**config.mk**
```make
export PLATFORM = sky130hd
export DESIGN_NAME = sorted_list_insert_top_flat
export DESIGN_NICKNAME = d
export VERILOG_FILES = /design/src/rtl/sli_pkg.sv /design/src/rtl/sli_in_if.sv /design/src/rtl/sli_out_if.sv /design/src/rtl/sli_ctrl.sv /design/src/rtl/sli_dp.sv /design/src/rtl/sorted_list_insert_top.sv /design/src/flat_wrapper.sv
export SDC_FILE = /design/constraint.sdc
export NUM_CORES = 2
export LEC_CHECK = 0
export BUFFER_PORTS_ARGS = -buffer_cell sky130_fd_sc_hd__buf_4
export CORE_MARGIN = 5
export CORE_UTILIZATION = 65
export DETAILED_ROUTE_END_ITERATION = 8
export PLACE_DENSITY_LB_ADDON = 0.15
export SLEW_MARGIN = 20
export SYNTH_ARGS = -nofsm -noshare
export SYNTH_HDL_FRONTEND = slang
export SYNTH_SLANG_ARGS = --single-unit
export TNS_END_PERCENT = 50
```
**constraint.sdc**
```tcl
create_clock -name clk -period 5.36 [get_ports clk]
set_input_delay 0.268 -clock clk [delete_from_list [all_inputs] [get_ports clk]]
set_output_delay 0.268 -clock clk [all_outputs]
set_load 0.05 [all_outputs]
```
**src/rtl/sli_pkg.sv**
```systemverilog
package sli_pkg;

  // Default list capacity.
  localparam int CAPACITY_DEF = 16;

  localparam int KEY_W = 16;
  localparam int PAY_W = 8;

  typedef enum logic [1:0] {
    CMD_APPEND = 2'd0,
    CMD_INSERT = 2'd1,
    CMD_READ   = 2'd2,
    CMD_RSVD   = 2'd3
  } cmd_t;

  typedef enum logic [1:0] {
    ST_OK    = 2'd0,
    ST_FULL  = 2'd1,
    ST_EMPTY = 2'd2
  } status_t;

  typedef enum logic [1:0] {
    S_IDLE,
    S_INS,
    S_READ
  } state_t;

  // Commands from the controller to the datapath.
  typedef struct packed {
    logic accept;
    logic ins_go;
    logic rd_empty;
    logic rd_entry;
  } ctl_cmd_t;

  // Status from the datapath to the controller.
  typedef struct packed {
    logic slot_free;
    logic empty;
    logic rd_last;
  } dp_status_t;

endpackage

```
**src/rtl/sli_in_if.sv**
```systemverilog
interface sli_in_if;
  logic                      valid;
  logic                      ready;
  logic [1:0]                cmd;
  logic [sli_pkg::KEY_W-1:0] key_in;
  logic [sli_pkg::PAY_W-1:0] payload_in;

  modport source (output valid, output cmd, output key_in, output payload_in, input ready);
  modport sink (input valid, input cmd, input key_in, input payload_in, output ready);
endinterface

```
**src/rtl/sli_out_if.sv**
```systemverilog
interface sli_out_if;
  logic                      valid;
  logic                      ready;
  logic [1:0]                status;
  logic [sli_pkg::KEY_W-1:0] key_out;
  logic [sli_pkg::PAY_W-1:0] payload_out;
  logic                      last;

  modport source (output valid, output status, output key_out, output payload_out,
                  output last, input ready);
  modport sink (input valid, input status, input key_out, input payload_out,
                input last, output ready);
endinterface

```
**src/rtl/sli_ctrl.sv**
```systemverilog
module sli_ctrl (
  input  logic                clk,
  input  logic                rst_n,
  input  logic                in_valid,
  input  logic [1:0]          in_cmd,
  output logic                in_ready,
  input  sli_pkg::dp_status_t st,
  output sli_pkg::ctl_cmd_t   cmd
);

  sli_pkg::state_t state_r;
  sli_pkg::state_t state_nxt;

  always_ff @(posedge clk) begin
    if (!rst_n) begin
      state_r <= sli_pkg::S_IDLE;
    end else begin
      state_r <= state_nxt;
    end
  end

  always_comb begin
    state_nxt = state_r;
    unique case (state_r)
      sli_pkg::S_IDLE: begin
        if (in_valid) begin
          unique case (sli_pkg::cmd_t'(in_cmd)) inside
            sli_pkg::CMD_APPEND, sli_pkg::CMD_INSERT: state_nxt = sli_pkg::S_INS;
            sli_pkg::CMD_READ:                        state_nxt = sli_pkg::S_READ;
            default:                                  state_nxt = sli_pkg::S_IDLE;
          endcase
        end
      end
      sli_pkg::S_INS: begin
        if (st.slot_free) begin
          state_nxt = sli_pkg::S_IDLE;
        end
      end
      sli_pkg::S_READ: begin
        if (st.slot_free && (st.empty || st.rd_last)) begin
          state_nxt = sli_pkg::S_IDLE;
        end
      end
      default: state_nxt = sli_pkg::S_IDLE;
    endcase
  end

  always_comb begin
    in_ready     = (state_r == sli_pkg::S_IDLE);
    cmd.accept   = in_ready && in_valid;
    cmd.ins_go   = (state_r == sli_pkg::S_INS) && st.slot_free;
    cmd.rd_empty = (state_r == sli_pkg::S_READ) && st.slot_free && st.empty;
    cmd.rd_entry = (state_r == sli_pkg::S_READ) && st.slot_free && !st.empty;
  end

endmodule

```
**src/rtl/sli_dp.sv**
```systemverilog
module sli_dp #(
  parameter int CAPACITY = sli_pkg::CAPACITY_DEF
) (
  input  logic                      clk,
  input  logic                      rst_n,
  input  sli_pkg::ctl_cmd_t         cmd,
  output sli_pkg::dp_status_t       st,
  input  logic [1:0]                in_cmd,
  input  logic [sli_pkg::KEY_W-1:0] in_key,
  input  logic [sli_pkg::PAY_W-1:0] in_payload,
  output logic                      out_valid,
  input  logic                      out_ready,
  output logic [1:0]                out_status,
  output logic [sli_pkg::KEY_W-1:0] out_key,
  output logic [sli_pkg::PAY_W-1:0] out_payload,
  output logic                      out_last
);

  localparam int CNT_W = $clog2(CAPACITY + 1);
  localparam int IDX_W = $clog2(CAPACITY);

  // Entry cells, head at index 0.
  logic [sli_pkg::KEY_W-1:0] key_r   [CAPACITY];
  logic [sli_pkg::PAY_W-1:0] pay_r   [CAPACITY];
  logic [sli_pkg::KEY_W-1:0] key_nxt [CAPACITY];
  logic [sli_pkg::PAY_W-1:0] pay_nxt [CAPACITY];

  logic [CNT_W-1:0]          count_r, count_nxt;
  logic [IDX_W-1:0]          idx_r, idx_nxt;
  logic [CAPACITY-1:0]       ge_r, ge_nxt;
  logic [CAPACITY-1:0]       after_pos;
  logic                      any_ge;
  logic                      full;
  logic [sli_pkg::KEY_W-1:0] new_key_r;
  logic [sli_pkg::PAY_W-1:0] new_pay_r;

  logic                      out_valid_r, out_valid_nxt;
  sli_pkg::status_t          status_r, status_nxt;
  logic [sli_pkg::KEY_W-1:0] key_out_r, key_out_nxt;
  logic [sli_pkg::PAY_W-1:0] pay_out_r, pay_out_nxt;
  logic                      last_r, last_nxt;
  logic                      load;

  assign full          = (count_r == CNT_W'(CAPACITY));
  assign any_ge        = |ge_r;
  assign st.slot_free  = !out_valid_r || out_ready;
  assign st.empty      = (count_r == '0);
  assign st.rd_last    = ((CNT_W'(idx_r) + CNT_W'(1)) == count_r);
  assign load          = cmd.ins_go || cmd.rd_empty || cmd.rd_entry;

  // For an insert, each valid cell compares its key with the new one when the item arrives.
  always_comb begin
    for (int i = 0; i < CAPACITY; i++) begin
      ge_nxt[i] = (sli_pkg::cmd_t'(in_cmd) == sli_pkg::CMD_INSERT) &&
                  (CNT_W'(i) < count_r) && (key_r[i] >= in_key);
      after_pos[i] = |(ge_r & ({CAPACITY{1'b1}} >> (CAPACITY - i)));
    end
  end

  for (genvar g = 0; g < CAPACITY; g++) begin : g_cell
    logic [sli_pkg::KEY_W-1:0] prev_key;
    logic [sli_pkg::PAY_W-1:0] prev_pay;
    logic                      rot_wrap;

    if (g == 0) begin : g_head
      assign prev_key = new_key_r;
      assign prev_pay = new_pay_r;
    end else begin : g_body
      assign prev_key = key_r[g-1];
      assign prev_pay = pay_r[g-1];
    end

    assign rot_wrap = (CNT_W'(g) == (count_r - CNT_W'(1))) || (g == CAPACITY - 1);

    always_comb begin
      key_nxt[g] = key_r[g];
      pay_nxt[g] = pay_r[g];
      if (cmd.ins_go && !full) begin
        if ((ge_r[g] && !after_pos[g]) || (!any_ge && CNT_W'(g) == count_r)) begin
          key_nxt[g] = new_key_r;
          pay_nxt[g] = new_pay_r;
        end else if (after_pos[g]) begin
          key_nxt[g] = prev_key;
          pay_nxt[g] = prev_pay;
        end
      end else if (cmd.rd_entry) begin
        // Rotate the occupied cells toward the head by one.
        if (rot_wrap) begin
          key_nxt[g] = key_r[0];
          pay_nxt[g] = pay_r[0];
        end else begin
          key_nxt[g] = key_r[(g + 1) % CAPACITY];
          pay_nxt[g] = pay_r[(g + 1) % CAPACITY];
        end
      end
    end
  end

  always_comb begin
    count_nxt     = count_r;
    idx_nxt       = idx_r;
    out_valid_nxt = out_valid_r;
    status_nxt    = status_r;
    key_out_nxt   = key_out_r;
    pay_out_nxt   = pay_out_r;
    last_nxt      = last_r;

    if (cmd.accept) begin
      idx_nxt = '0;
    end

    if (out_ready) begin
      out_valid_nxt = 1'b0;
    end

    if (load) begin
      out_valid_nxt = 1'b1;
      key_out_nxt   = '0;
      pay_out_nxt   = '0;
      last_nxt      = 1'b1;
      status_nxt    = sli_pkg::ST_OK;
    end

    if (cmd.ins_go) begin
      if (full) begin
        status_nxt = sli_pkg::ST_FULL;
      end else begin
        count_nxt = count_r + CNT_W'(1);
      end
    end

    if (cmd.rd_empty) begin
      status_nxt = sli_pkg::ST_EMPTY;
    end

    if (cmd.rd_entry) begin
      key_out_nxt = key_r[0];
      pay_out_nxt = pay_r[0];
      last_nxt    = st.rd_last;
      idx_nxt     = idx_r + IDX_W'(1);
    end
  end

  always_ff @(posedge clk) begin
    if (!rst_n) begin
      count_r     <= '0;
      idx_r       <= '0;
      out_valid_r <= 1'b0;
      ge_r        <= '0;
    end else begin
      count_r     <= count_nxt;
      idx_r       <= idx_nxt;
      out_valid_r <= out_valid_nxt;
      if (cmd.accept) begin
        ge_r <= ge_nxt;
      end
    end
  end

  always_ff @(posedge clk) begin
    for (int i = 0; i < CAPACITY; i++) begin
      key_r[i] <= key_nxt[i];
      pay_r[i] <= pay_nxt[i];
    end
    if (cmd.accept) begin
      new_key_r <= in_key;
      new_pay_r <= in_payload;
    end
    status_r  <= status_nxt;
    key_out_r <= key_out_nxt;
    pay_out_r <= pay_out_nxt;
    last_r    <= last_nxt;
  end

  assign out_valid   = out_valid_r;
  assign out_status  = status_r;
  assign out_key     = key_out_r;
  assign out_payload = pay_out_r;
  assign out_last    = last_r;

endmodule

```
**src/rtl/sorted_list_insert_top.sv**
```systemverilog
// Channel   Direction  Handshake     Payload
// in_ch     sink       valid/ready   cmd, key_in, payload_in
// out_ch    source     valid/ready   status, key_out, payload_out, last
//
// An append or a sorted insert has the transfer in, where for an insert every
// occupied cell compares its key with the new one, then the step that shifts
// the cells and loads the status result once the output register is free. A
// read-out has the transfer in, then emits the head cell and rotates the list
// by one for each stored entry (an empty status alone for an empty list).
// Reset (rst_n low, synchronous) empties the list and drops any pending result.
// A stall on out_ch holds the controller in place; no result is lost.

module sorted_list_insert_top #(
  parameter int CAPACITY = sli_pkg::CAPACITY_DEF
) (
  input logic    clk,
  input logic    rst_n,
  sli_in_if.sink   in_ch,
  sli_out_if.source out_ch
);

  // Command and status between the controller and the cell datapath.
  sli_pkg::ctl_cmd_t   cmd;
  sli_pkg::dp_status_t st;

  // The controller sequences one command at a time; the next transfer in is
  // accepted while the previous result still waits in the output register.
  sli_ctrl u_ctrl (
    .clk      (clk),
    .rst_n    (rst_n),
    .in_valid (in_ch.valid),
    .in_cmd   (in_ch.cmd),
    .in_ready (in_ch.ready),
    .st       (st),
    .cmd      (cmd)
  );

  // The datapath holds the cell chain, the entry count and the output register.
  sli_dp #(
    .CAPACITY (CAPACITY)
  ) u_dp (
    .clk         (clk),
    .rst_n       (rst_n),
    .cmd         (cmd),
    .st          (st),
    .in_cmd      (in_ch.cmd),
    .in_key      (in_ch.key_in),
    .in_payload  (in_ch.payload_in),
    .out_valid   (out_ch.valid),
    .out_ready   (out_ch.ready),
    .out_status  (out_ch.status),
    .out_key     (out_ch.key_out),
    .out_payload (out_ch.payload_out),
    .out_last    (out_ch.last)
  );

`ifndef SYNTH
  // At most one result is loaded per cycle.
  a_one_load: assert property (@(posedge clk) disable iff (!rst_n)
    $onehot0({cmd.ins_go, cmd.rd_empty, cmd.rd_entry}))
    else $error("more than one result loaded in a cycle");

  // A new transfer in never overlaps work on the previous command.
  a_no_overlap: assert property (@(posedge clk) disable iff (!rst_n)
    cmd.accept |-> !(cmd.ins_go || cmd.rd_empty || cmd.rd_entry))
    else $error("transfer in accepted while a command is in progress");

  // After the tail entry is read out the block is ready for the next command.
  a_ready_after_tail: assert property (@(posedge clk) disable iff (!rst_n)
    (cmd.rd_entry && st.rd_last) |=> in_ch.ready)
    else $error("not ready after the tail entry was read out");

  // A result only appears after the controller loaded one.
  a_valid_source: assert property (@(posedge clk) disable iff (!rst_n)
    $rose(out_ch.valid) |-> $past(cmd.ins_go || cmd.rd_empty || cmd.rd_entry))
    else $error("result valid without a load");
`endif

endmodule
```
**src/flat_wrapper.sv**
```systemverilog
// flat-port wrapper written by rule: the top's interface ports become plain ports
module sorted_list_insert_top_flat 
#(
  parameter int CAPACITY = sli_pkg::CAPACITY_DEF
)
  (clk, rst_n, in_ch_valid, in_ch_cmd, in_ch_key_in, in_ch_payload_in, in_ch_ready, out_ch_valid, out_ch_status, out_ch_key_out, out_ch_payload_out, out_ch_last, out_ch_ready);
  sli_in_if in_ch_i ();
  sli_out_if out_ch_i ();
  input logic clk;
  input logic rst_n;
  input wire logic [$bits(in_ch_i.valid)-1:0] in_ch_valid;
  input wire logic [$bits(in_ch_i.cmd)-1:0] in_ch_cmd;
  input wire logic [$bits(in_ch_i.key_in)-1:0] in_ch_key_in;
  input wire logic [$bits(in_ch_i.payload_in)-1:0] in_ch_payload_in;
  output wire logic [$bits(in_ch_i.ready)-1:0] in_ch_ready;
  output wire logic [$bits(out_ch_i.valid)-1:0] out_ch_valid;
  output wire logic [$bits(out_ch_i.status)-1:0] out_ch_status;
  output wire logic [$bits(out_ch_i.key_out)-1:0] out_ch_key_out;
  output wire logic [$bits(out_ch_i.payload_out)-1:0] out_ch_payload_out;
  output wire logic [$bits(out_ch_i.last)-1:0] out_ch_last;
  input wire logic [$bits(out_ch_i.ready)-1:0] out_ch_ready;
  assign in_ch_i.valid = in_ch_valid;
  assign in_ch_i.cmd = in_ch_cmd;
  assign in_ch_i.key_in = in_ch_key_in;
  assign in_ch_i.payload_in = in_ch_payload_in;
  assign in_ch_ready = in_ch_i.ready;
  assign out_ch_valid = out_ch_i.valid;
  assign out_ch_status = out_ch_i.status;
  assign out_ch_key_out = out_ch_i.key_out;
  assign out_ch_payload_out = out_ch_i.payload_out;
  assign out_ch_last = out_ch_i.last;
  assign out_ch_i.ready = out_ch_ready;
  sorted_list_insert_top #(.CAPACITY(CAPACITY)) u_core (.clk(clk), .rst_n(rst_n), .in_ch(in_ch_i), .out_ch(out_ch_i));
endmodule
```
==> impl_metrics.env <==
export IMPL_coreArea_sq_mm=0.0487
export IMPL_post_drt_wl_per_cell_microns=30.4
export IMPL_dieHeight_microns=231
export IMPL_grt_setup_unrepaired="false"
export IMPL_ys_warn_count=0
export IMPL_std_cell_rows=81
export IMPL_syn_mean_instance_area_sq_um=11.0
export IMPL_cts_htree_levels=2
export IMPL_syn_area_sq_mm=0.0319
export IMPL_yosys_top_cells_area="edfxtp_1, mux2i_1, ha_1"
export IMPL_seq_area_sq_mm=0.0136
export IMPL_dp_slack_ns=1.44
export IMPL_tightest_slew_ns=1.21
export IMPL_async_flop_share=0
export IMPL_postCtsSetupRepairBufs=0
export IMPL_grt_remaining_overflow=0
export IMPL_multi_input_area_sq_mm=0.0174
export IMPL_layout_common_cells="mux2i_1, edfxtp_1, ha_1"
export IMPL_cts_tree="built"
export IMPL_die_area_sq_mm=0.0536
export IMPL_power_w=0.00898
export IMPL_p_per_area_mw_per_mm2=257
export IMPL_synth_area_leader_cell="edfxtp_1"
export IMPL_ir_drop_v=0.000246
export IMPL_ctsLongestPathBuffers=3
export IMPL_leakage_nw=14.7
export IMPL_final_area_sq_mm=0.0350
export IMPL_first_iter_violations=3789
export IMPL_criticalPathCategory="register to register"
export IMPL_required_ns=5.66
export IMPL_firstDrtPassIters=8
export IMPL_ios=59
export IMPL_report_final_slew_viol_count=0
export IMPL_fin_crit_sh=0.750
export IMPL_syn_nets=3196
export IMPL_clk_latency_ns=0.63
export IMPL_ys_ff_latch=463
export IMPL_antennaDiodeCount=0
export IMPL_max_freq_mhz=249
export IMPL_synth_edf_count=433
export IMPL_initial_core_util=0.654
export IMPL_synthFlopType="edfxtp_1"
export IMPL_grt_max_degree=133
export IMPL_grt_pass1_wl_microns=160000
export IMPL_grt_total_usage=0.394
export IMPL_ys_seq_area_frac=0.427
export IMPL_clockRootBuffer="clkbuf_16"
export IMPL_die_w_microns=231
export IMPL_antenna_found_initial=1
export IMPL_cp_start_kind="register"
export IMPL_clock_skew_ns=0.0237
export IMPL_arrival_ns=4.32
export IMPL_area_growth_pct=9.68
export IMPL_worst_hold_path_type="primary input to register"
export IMPL_fin_tns_setup_ns=0
export IMPL_drt_total_wl_microns=109000
export IMPL_cts_sinks=463
export IMPL_setup_violations=0
export IMPL_gp_routability_congestion=1.02
export IMPL_io_buffers=58
export IMPL_hold_buffers=25
export IMPL_hold_ws_ns=0.0292
export IMPL_drive_above_1_share=0.124
export IMPL_post_cts_resized=0
export IMPL_cp_end_kind="register"
export IMPL_n_fill_cell=3494
export IMPL_cts_buffers=52
export IMPL_dr_total_vias=26100
export IMPL_synth_top_area_frac=0.408
export IMPL_viasPerCell=7.29
export IMPL_post_route_drc_count=0
export IMPL_status="complete, no violations"
export IMPL_first_global_vias=25400
export IMPL_drtAntennaViolNets=0
export IMPL_hpwl_microns=73300
export IMPL_fin_nets=3167
export IMPL_hold_viol=0
export IMPL_maxCapViolCount=0
export IMPL_synth_cell_types=76
export IMPL_finalWorstSetupSlack_ns=1.34
export IMPL_final_common_cell="mux2i_1"
export IMPL_syn_inst=2903
export IMPL_relSlewSlack=0.193
export IMPL_placed_area_sq_mm=0.0330
export IMPL_clkSlewWorstSetupHoldPaths_ns=0.06
export IMPL_final_min_clock_period_ns=4.02
export IMPL_crit_fanout=25
critical path, stage by stage (launching register included):
cell and delay (ns):
dfxtp_1 0.36, or3_1 0.51, nor2_1 0.45, and3_1 0.24
buf_4 0.26, a32o_2 0.21, buf_4 0.47, nor4_1 0.15
nor2_2 0.62, buf_4 0.40
metal layers:
metal / share of wire / vias up / wire, microns / GRT usage
met1: 0.38 / 12600 / 41600 / 0.530
met2: 0.43 / 1939 / 46700 / 0.589
met3: 0.12 / 408 / 13000 / 0.0886
met5: 0.000064 / - / 7 / 0
met4: 0.070 / 2 / 7580 / 0.229
li1: - / 11100 / - / -
flip-flops by register name (all words and copies together), names as in the netlist:
signal	cells
u_core.u_dp.key_r	256
u_core.u_dp.pay_r	128
u_core.u_dp.g_cell.prev_key	16
u_core.u_dp.ge_r	16
u_core.u_dp.out_key	16
u_core.u_dp.g_cell.prev_pay	8
u_core.u_dp.out_payload	8
u_core.u_dp.count_r	5
u_core.u_dp.idx_r	4
u_core.u_ctrl.state_r	2
u_core.u_dp.out_status	2
u_core.u_dp.out_last	1
u_core.u_dp.out_valid	1
per-stage QoR:
step                      cells   util
after floorplan            2903      -
after global placement     3453  0.676
after global routing       3581  0.717
after CTS                  3580  0.717
final                      3581  0.717
after detailed placement   3458  0.678
layout make-up:
cell class | instances | share of cell area
Sequential cell | 463 | 0.389
Tap cell | 664 | 0.0238
Timing Repair Buffer | 147 | 0.0376
Inverter | 40 | 0.00429
Clock inverter | 31 | 0.00798
Clock buffer | 66 | 0.0390
Multi-Input combinational cell | 2170 | 0.498
cells by family after synthesis:
family,Yosys count,share of synthesized area
flops,463,0.427
mux,636,0.206
fa+ha+maj,263,0.103
xor+xnor,10,0.00275
buf+inv,270,0.0366
compound gates,548,0.119
simple gates,713,0.106
power breakdown:
| group | leakage, nW | internal (W) | switching (W) |
|---|---|---|---|
| Clock | 0.809 | 0.00200 | 0.00158 |
| Combinational | 9.63 | 0.000403 | 0.000708 |
| Sequential | 4.23 | 0.00412 | 0.000168 |
| Total | 14.7 | 0.00652 | 0.00246 |
Yosys cell counts, drive strengths merged (6+ instances only):
cell type  count
nand2b        22
a21o          23
a31oi         17
dfxtp         30
o21a           7
a32o           6
nor3         114
inv           40
a221oi        73
a2111oi        8
and3           7
mux2         112
nor3b          7
a221o         24
nand2        123
mux2i        524
clkbuf       149
o21ai         69
xnor2          8
nand4         25
a21oi        204
a22o           6
o211ai        32
o2111ai       10
nand3         89
nor4           7
nor2         247
and2          36
a211oi        39
edfxtp       433
nor2b         15
buf           81
ha           263
path summary, 6_finish.rpt:
| kind | start | endpoint | slack [ns] | cells past startpoint |
|---|---|---|---|---|
| setup reg to reg | u_core.u_dp.ge_r[9]$_SDFFE_PN0P_ | u_core.u_dp.key_r[1][32]$_DFFE_PP_ | 1.34 | 9 |
| setup / recovery | u_core.u_dp.ge_r[9]$_SDFFE_PN0P_ | u_core.u_dp.key_r[1][32]$_DFFE_PP_ | 1.34 | 9 |
| hold / removal | in_ch_cmd[1] | u_core.u_ctrl.state_r[1]$_SDFFE_PN0P_ | 0.03 | 3 |
| hold reg to reg | u_core.u_dp.out_status[0]$_SDFF_PP0_ | u_core.u_dp.out_status[0]$_SDFF_PP0_ | 0.47 | 2 |
Note: power is estimated with default switching activity, not from simulation.
